<file path="src/imm_pkg.sv">
// shared types and constants for the integer matrix multiplier
`default_nettype none

package imm_pkg;

  localparam int unsigned DimDefault = 8;
  localparam int unsigned ElemW      = 16;
  localparam int unsigned ProdW      = 32;
  localparam int unsigned AccW       = 35;
  localparam int unsigned ColW       = 3;

  localparam logic OpLoadB = 1'b0;
  localparam logic OpElemA = 1'b1;

  typedef enum logic [1:0] {
    ST_CLEAR,
    ST_IDLE,
    ST_MAC,
    ST_EMIT
  } imm_state_e;

  typedef struct packed {
    logic a_load;
    logic acc_add;
    logic acc_drain;
  } imm_dp_ctrl_t;

endpackage

`default_nettype wire

</file>
<file path="src/integer_matrix_multiply.sv">
// integer matrix multiplier top level: res = A x B, DIM by DIM
//
// input channel (in_valid_i / in_stall_o): each request carries operation_i
// and element_value_i. operation 0 writes the next element of B in row-major
// order, wrapping after the last one; operation 1 supplies the next element of
// A, row by row. output channel (out_valid_o / out_stall_i): after the last
// A element of a row, the DIM sums of that row come out in column order, with
// row_last_o set on the final one.
// an A element runs DIM multiply-accumulates on the one shared multiplier
// against one row of B read from the store, one column per cycle; no new
// request is taken until the pass ends. at a row end the DIM sums are emitted
// before the next request is taken.
// after reset every entry of the B store (DEPTH = DIM*DIM) is swept to zero
// with in_stall_o high; the accumulators reset to zero.
// while the receiver stalls, the head result holds and no request is taken.
`default_nettype none

module integer_matrix_multiply #(
  parameter int unsigned DIM = imm_pkg::DimDefault
) (
  input  wire logic                              clk_i,
  input  wire logic                              rst_ni,
  input  wire logic                              in_valid_i,
  output logic                                   in_stall_o,
  input  wire logic                              operation_i,
  input  wire logic signed [imm_pkg::ElemW-1:0]  element_value_i,
  output logic                                   out_valid_o,
  input  wire logic                              out_stall_i,
  output logic signed      [imm_pkg::AccW-1:0]   product_value_o,
  output logic             [imm_pkg::ColW-1:0]   column_index_o,
  output logic                                   row_last_o
);

  localparam int unsigned DEPTH = DIM * DIM;
  localparam int unsigned AW    = $clog2(DEPTH);

  imm_pkg::imm_dp_ctrl_t            dp_ctrl;
  logic                             ram_we;
  logic [AW-1:0]                    ram_waddr;
  logic                             ram_wzero;
  logic [AW-1:0]                    ram_raddr;
  logic [imm_pkg::ElemW-1:0]        ram_wdata;
  logic [imm_pkg::ElemW-1:0]        ram_rdata;

  assign ram_wdata = ram_wzero ? '0 : element_value_i;

  imm_ctrl #(
    .DIM(DIM)
  ) u_ctrl (
    .clk_i          (clk_i),
    .rst_ni         (rst_ni),
    .in_valid_i     (in_valid_i),
    .in_stall_o     (in_stall_o),
    .operation_i    (operation_i),
    .out_valid_o    (out_valid_o),
    .out_stall_i    (out_stall_i),
    .column_index_o (column_index_o),
    .row_last_o     (row_last_o),
    .ram_we_o       (ram_we),
    .ram_waddr_o    (ram_waddr),
    .ram_wzero_o    (ram_wzero),
    .ram_raddr_o    (ram_raddr),
    .dp_ctrl_o      (dp_ctrl)
  );

  imm_ram #(
    .WIDTH(imm_pkg::ElemW),
    .DEPTH(DEPTH)
  ) u_b_store (
    .clk_i   (clk_i),
    .we_i    (ram_we),
    .waddr_i (ram_waddr),
    .wdata_i (ram_wdata),
    .raddr_i (ram_raddr),
    .rdata_o (ram_rdata)
  );

  imm_datapath #(
    .DIM(DIM)
  ) u_datapath (
    .clk_i           (clk_i),
    .rst_ni          (rst_ni),
    .ctrl_i          (dp_ctrl),
    .elem_i          (element_value_i),
    .b_elem_i        ($signed(ram_rdata)),
    .product_value_o (product_value_o)
  );

endmodule

`default_nettype wire

</file>
<file path="src/imm_ram.sv">
// generic single write port ram with registered read
`default_nettype none

module imm_ram #(
  parameter int unsigned WIDTH = 16,
  parameter int unsigned DEPTH = 64,
  localparam int unsigned AW   = $clog2(DEPTH)
) (
  input  wire logic             clk_i,
  input  wire logic             we_i,
  input  wire logic [AW-1:0]    waddr_i,
  input  wire logic [WIDTH-1:0] wdata_i,
  input  wire logic [AW-1:0]    raddr_i,
  output logic      [WIDTH-1:0] rdata_o
);

  logic [WIDTH-1:0] mem_q [DEPTH];

  always_ff @(posedge clk_i) begin
    if (we_i) begin
      mem_q[waddr_i] <= wdata_i;
    end
    rdata_o <= mem_q[raddr_i];
  end

endmodule

`default_nettype wire

</file>
<file path="src/imm_datapath.sv">
// shared multiplier, product register and rotating row accumulator line
`default_nettype none

module imm_datapath #(
  parameter int unsigned DIM = imm_pkg::DimDefault
) (
  input  wire logic                              clk_i,
  input  wire logic                              rst_ni,
  input  wire imm_pkg::imm_dp_ctrl_t             ctrl_i,
  input  wire logic signed [imm_pkg::ElemW-1:0]  elem_i,
  input  wire logic signed [imm_pkg::ElemW-1:0]  b_elem_i,
  output logic signed      [imm_pkg::AccW-1:0]   product_value_o
);

  logic signed [imm_pkg::ElemW-1:0] a_q;
  logic signed [imm_pkg::ProdW-1:0] prod_q;
  logic signed [imm_pkg::AccW-1:0]  acc_q [DIM];
  logic signed [imm_pkg::AccW-1:0]  tail_d;

  always_ff @(posedge clk_i) begin
    if (ctrl_i.a_load) begin
      a_q <= elem_i;
    end
    prod_q <= a_q * b_elem_i;
  end

  always_comb begin
    if (ctrl_i.acc_add) begin
      tail_d = acc_q[0] + imm_pkg::AccW'(prod_q);
    end else begin
      tail_d = '0;
    end
  end

  // head is consumed, tail takes the new sum or zero
  always_ff @(posedge clk_i or negedge rst_ni) begin
    if (!rst_ni) begin
      for (int i = 0; i < DIM; i++) begin
        acc_q[i] <= '0;
      end
    end else if (ctrl_i.acc_add || ctrl_i.acc_drain) begin
      for (int i = 0; i < DIM - 1; i++) begin
        acc_q[i] <= acc_q[i+1];
      end
      acc_q[DIM-1] <= tail_d;
    end
  end

  assign product_value_o = acc_q[0];

endmodule

`default_nettype wire

</file>
<file path="src/imm_ctrl.sv">
// sequencer: store clearing, b loads, mac passes and row emission
`default_nettype none

module imm_ctrl #(
  parameter int unsigned DIM = imm_pkg::DimDefault,
  localparam int unsigned DEPTH = DIM * DIM,
  localparam int unsigned AW    = $clog2(DEPTH),
  localparam int unsigned CW    = $clog2(DIM)
) (
  input  wire logic                        clk_i,
  input  wire logic                        rst_ni,
  input  wire logic                        in_valid_i,
  output logic                             in_stall_o,
  input  wire logic                        operation_i,
  output logic                             out_valid_o,
  input  wire logic                        out_stall_i,
  output logic [imm_pkg::ColW-1:0]         column_index_o,
  output logic                             row_last_o,
  output logic                             ram_we_o,
  output logic [AW-1:0]                    ram_waddr_o,
  output logic                             ram_wzero_o,
  output logic [AW-1:0]                    ram_raddr_o,
  output imm_pkg::imm_dp_ctrl_t            dp_ctrl_o
);

  imm_pkg::imm_state_e state_q, state_d;
  logic [AW-1:0] clr_q, clr_d;
  logic [AW-1:0] load_pos_q, load_pos_d;
  logic [AW-1:0] base_q, base_d;
  logic [CW-1:0] k_q, k_d;
  logic [CW-1:0] iss_q, iss_d;
  logic          iss_act_q, iss_act_d;
  logic          rd_v_q, rd_v_d;
  logic          prod_v_q, prod_v_d;
  logic [CW-1:0] mac_q, mac_d;
  logic [CW-1:0] emit_q, emit_d;
  logic          in_acc;

  always_ff @(posedge clk_i or negedge rst_ni) begin
    if (!rst_ni) begin
      state_q    <= imm_pkg::ST_CLEAR;
      clr_q      <= '0;
      load_pos_q <= '0;
      base_q     <= '0;
      k_q        <= '0;
      iss_q      <= '0;
      iss_act_q  <= 1'b0;
      rd_v_q     <= 1'b0;
      prod_v_q   <= 1'b0;
      mac_q      <= '0;
      emit_q     <= '0;
    end else begin
      state_q    <= state_d;
      clr_q      <= clr_d;
      load_pos_q <= load_pos_d;
      base_q     <= base_d;
      k_q        <= k_d;
      iss_q      <= iss_d;
      iss_act_q  <= iss_act_d;
      rd_v_q     <= rd_v_d;
      prod_v_q   <= prod_v_d;
      mac_q      <= mac_d;
      emit_q     <= emit_d;
    end
  end

  always_comb begin
    state_d    = state_q;
    clr_d      = clr_q;
    load_pos_d = load_pos_q;
    base_d     = base_q;
    k_d        = k_q;
    iss_d      = iss_q;
    iss_act_d  = iss_act_q;
    rd_v_d     = 1'b0;
    prod_v_d   = rd_v_q;
    mac_d      = mac_q;
    emit_d     = emit_q;

    in_stall_o     = (state_q != imm_pkg::ST_IDLE);
    in_acc         = in_valid_i && !in_stall_o;
    out_valid_o    = 1'b0;
    column_index_o = imm_pkg::ColW'(emit_q);
    row_last_o     = (emit_q == CW'(DIM - 1));
    ram_we_o       = 1'b0;
    ram_waddr_o    = load_pos_q;
    ram_wzero_o    = 1'b0;
    ram_raddr_o    = base_q + AW'(iss_q);
    dp_ctrl_o      = '0;

    case (state_q)
      imm_pkg::ST_CLEAR: begin
        ram_we_o    = 1'b1;
        ram_wzero_o = 1'b1;
        ram_waddr_o = clr_q;
        clr_d       = clr_q + AW'(1);
        if (clr_q == AW'(DEPTH - 1)) begin
          state_d = imm_pkg::ST_IDLE;
        end
      end
      imm_pkg::ST_IDLE: begin
        if (in_acc) begin
          if (operation_i == imm_pkg::OpLoadB) begin
            ram_we_o = 1'b1;
            if (load_pos_q == AW'(DEPTH - 1)) begin
              load_pos_d = '0;
            end else begin
              load_pos_d = load_pos_q + AW'(1);
            end
          end else begin
            dp_ctrl_o.a_load = 1'b1;
            iss_d            = '0;
            iss_act_d        = 1'b1;
            mac_d            = '0;
            state_d          = imm_pkg::ST_MAC;
          end
        end
      end
      imm_pkg::ST_MAC: begin
        rd_v_d = iss_act_q;
        if (iss_act_q) begin
          iss_d = iss_q + CW'(1);
          if (iss_q == CW'(DIM - 1)) begin
            iss_act_d = 1'b0;
          end
        end
        if (prod_v_q) begin
          dp_ctrl_o.acc_add = 1'b1;
          mac_d             = mac_q + CW'(1);
          if (mac_q == CW'(DIM - 1)) begin
            if (k_q == CW'(DIM - 1)) begin
              k_d     = '0;
              base_d  = '0;
              emit_d  = '0;
              state_d = imm_pkg::ST_EMIT;
            end else begin
              k_d     = k_q + CW'(1);
              base_d  = base_q + AW'(DIM);
              state_d = imm_pkg::ST_IDLE;
            end
          end
        end
      end
      imm_pkg::ST_EMIT: begin
        out_valid_o = 1'b1;
        if (!out_stall_i) begin
          dp_ctrl_o.acc_drain = 1'b1;
          emit_d              = emit_q + CW'(1);
          if (emit_q == CW'(DIM - 1)) begin
            state_d = imm_pkg::ST_IDLE;
          end
        end
      end
      default: begin
        state_d = imm_pkg::ST_IDLE;
      end
    endcase
  end

endmodule

`default_nettype wire

</file>
<file path="config.mk">
export PLATFORM = sky130hd
export DESIGN_NAME = integer_matrix_multiply
export DESIGN_NICKNAME = d
export VERILOG_FILES = /design/src/imm_pkg.sv /design/src/integer_matrix_multiply.sv /design/src/imm_ram.sv /design/src/imm_datapath.sv /design/src/imm_ctrl.sv
export SDC_FILE = /design/constraint.sdc
export NUM_CORES = 2
export LEC_CHECK = 0
export BUFFER_PORTS_ARGS = -buffer_cell sky130_fd_sc_hd__buf_2
export CELL_PAD_IN_SITES_DETAIL_PLACEMENT = 0
export CELL_PAD_IN_SITES_GLOBAL_PLACEMENT = 1
export CORE_MARGIN = 3
export CORE_UTILIZATION = 62
export CTS_BUF_LIST = sky130_fd_sc_hd__clkbuf_4 sky130_fd_sc_hd__clkbuf_8
export DETAILED_ROUTE_END_ITERATION = 8
export PLACE_DENSITY = 0.88
export SYNTH_ARGS = -nofsm -noshare
export SYNTH_HDL_FRONTEND = slang
export SYNTH_SLANG_ARGS = --single-unit
</file>
<file path="constraint.sdc">
create_clock -name clk_i -period 14.3 [get_ports clk_i]
set_input_delay 2.145 -clock clk_i [delete_from_list [all_inputs] [get_ports clk_i]]
set_output_delay 2.145 -clock clk_i [all_outputs]
set_load 0.02 [all_outputs]
</file>
==> qor.csv <==
metric,value,unit
gp_congestion,0.899,
drcViolationCount,0,
synth.distinct_cells,62,
finalSetupViolCount,0,
fin_setup_tns,0,ns
track_usage,25.8,%
ctsHoldBuffers,0,
synth-edff-count,1040,
synth_ff_type,edfxtp_1,
dp_hpwl,88.2,mm
place_ws,7.81,ns
initial_core_util,62.8,%
postCtsSetupRepairBufs,0,
clk_root_buffer_cell,clkbuf_8,
cts_resized,0,
timing.fmax,152,MHz
ys_warn_count,0,
path_cells,nand2_1 -> fa_1 -> inv_1 -> fa_1 -> fa_1 -> fa_1 -> fa_1 -> inv_1 -> fa_1 -> inv_1 -> ha_1 -> a211oi_1 -> and3_1 -> nand4_1 -> a41o_1 -> a221oi_2 -> nand2b_1 -> a21boi_1 -> a211oi_2 -> xnor2_1,
worst_ep_required_time,15.10,ns
cts_tree,done,
slowest_stage,edfxtp_1,
hp-class,flip-flop to flip-flop,
slew_headroom,13.5,%
grt_pass1_vias,34200,
async_reset_ff_share,22.3,%
period_minus_slack,6.57,ns
rsz0062_at_grt,false,
synthCells,3764,
syn_avg_cell_area,17.1,µm²
ir_drop,0.119,mV
tightest_slew,1.28,ns
synth_top_area_share,48.6,%
finalCritPeriodShare,45.9,%
drv_cap,0,
cp-start-kind,flip-flop,
htree_num_levels,4,
die_h,328,µm
path_class,flip-flop to flip-flop,
hold_viol_final,0,
r2r_setup_slack,7.73,ns
netlist_area,0.0643,mm²
wl_per_cell,24.4,µm
rows,117,
syn_to_final_growth,9.88,%
clk_path_buf_depth,3,
status,finished clean,
dr.pass1.iters,5,
cts_sinks,1400,
drt_wl_total,133,mm
avgViaCountPerCell,5.97,
power.leakage,0.0252,µW
via_count,32700,
seq_area_frac_synth,62.2,%
crit_buf_inv,3,
die_w,328,µm
drtIter0Drc,3100,
critPathTopFamily,adder cells,
endpoint_kind,flip-flop,
fp.dieArea,0.108,mm²
path_max_fanout,16,
num_io_pins,62,
grt_pass1_wl,208,mm
cpMostUsedCell,fa_1,
final_nets,4345,
max_stage_delay,0.83,ns
critPathArrivalTime,7.37,ns
finalWorstSetupSlack,7.73,ns
skew,0.0515,ns
drtAntennaViolNets,0,
grt_max_degree,210,
cts.clk_slew.worst_paths,0.07,ns
synthTopCellsByArea,"edfxtp_1, dfrtp_1, mux4_2",
synth_seq_cells,1400,
overflow,0,
design.core.area,0.102,mm²
syn_nets,4180,
clock_latency,0.90,ns
layout-drive-gt1-share,27.3,%
port-buffer-count,61,
cts_buffers,210,
powerDensity,108,mW/mm²
synth_top_area_cell,edfxtp_1,
drv_slew,0,
antenna_found_initial,5,
metal layers:
layer	share of wire [%]	up-vias	global-route usage, %
met2	49	1213	41.8
met1	40	17000	35.8
met5	0	-	0
met3	6.5	248	4.63
li1	-	14200	-
met4	3.7	0	9.74
worst paths after layout:
path                                   start                        endpoint  cells after the start
max reg2reg                u_datapath.a_q[7]           u_datapath.prod_q[30]                     20
min reg2reg                  u_ctrl.prod_v_d                 u_ctrl.prod_v_q                      0
min                          u_ctrl.prod_v_d                 u_ctrl.prod_v_q                      0
max                        u_datapath.a_q[7]           u_datapath.prod_q[30]                     20
max in group asynchronous             rst_ni                 u_ctrl.iss_q[1]                      2
min in group asynchronous             rst_ni  u_datapath.product_value_o[14]                      1
cells in the mapped netlist (all sizes together), types with 11 or more instances:
master  instances
edfxtp       1040
mux4          336
dfrtp         312
inv           307
fa            263
mux2          249
nand2         221
ha            132
and2          127
nor2          109
buf           100
clkbuf         93
o21ai          77
a21oi          59
xnor2          49
dfxtp          48
a21o           28
xor2           25
nor2b          21
nand3          16
nor3           16
nand2b         15
or2            11
stage by stage:
step,instances,total power [µW],utilization (%),hold slack (ns),area [µm²]
2_1_floorplan,3764,4400,-,0.331,64300
3_3_place_gp,5085,4430,64.7,0.335,66200
3_5_place_dp,5085,4430,64.7,0.339,66200
4_1_cts,5476,7710,69.0,0.359,70600
5_1_grt,5477,7890,69.0,0.362,70600
6_report,5481,7640,69.0,0.359,70600
area by class of cell:
type / count / area, µm²
Antenna cell: 5 / 12.5
Clock buffer: 295 / 3700
Clock inverter: 96 / 668
Tap cell: 1368 / 1710
Multi-Input combinational cell: 1864 / 22400
Timing Repair Buffer: 146 / 991
Inverter: 307 / 1150
Fill cell: 6534 / 31700
Sequential cell: 1400 / 40000
flip-flops by register name (all words and copies together), names as in the netlist, 3 cells and up:
| name | flops |
|---|---|
| u_b_store.mem_q | 1024 |
| u_b_store.rdata_o | 16 |
| u_ctrl.base_q | 3 |
| u_ctrl.clr_q | 6 |
| u_ctrl.column_index_o | 3 |
| u_ctrl.iss_q | 3 |
| u_ctrl.k_q | 3 |
| u_ctrl.load_pos_q | 6 |
| u_ctrl.mac_q | 3 |
| u_datapath.a_q | 16 |
| u_datapath.acc_q | 245 |
| u_datapath.prod_q | 32 |
| u_datapath.product_value_o | 35 |
report_power, final:
part	leakage, µW	internal [µW]	switching [µW]
clock	0.00231	1760	1530
combinational	0.0104	4.42	19.5
sequential	0.0124	4320	0
cells in the final DEF (no fill, tap or decap), drive strengths merged, types with 9 or more instances in the layout:
cell / count
nand2b: 15
xor2: 25
nand4: 9
nand3: 16
ha: 132
buf: 146
a211oi: 9
clkinv: 83
edfxtp: 1040
inv: 315
mux4: 336
a21o: 28
a31oi: 9
o21a: 9
clkbuf: 295
o21ai: 77
dfxtp: 48
and2: 127
nand2: 221
xnor2: 49
or2: 11
nor3: 16
dfrtp: 312
fa: 263
mux2: 249
nor2: 109
a21oi: 59
nor2b: 21
cell families (layout without fill, tap and decap cells):
| group | count (synthesis) | count (layout) | share of synthesized area, % |
|---|---|---|---|
| xor gates and xnor gates | 74 | 74 | 1.01 |
| buffers and inverters | 500 | 844 | 3.27 |
| adders and majority gates | 395 | 395 | 10.8 |
| DFF | 1400 | 1400 | 62.2 |
| muxes | 590 | 590 | 16.2 |
| AOI/OAI and AO/OA | 244 | 244 | 2.38 |
| and+or+nand+nor | 561 | 561 | 4.14 |
| other | 0 | 5 | 0 |
No activity file was read; power rests on OpenSTA's default activity.
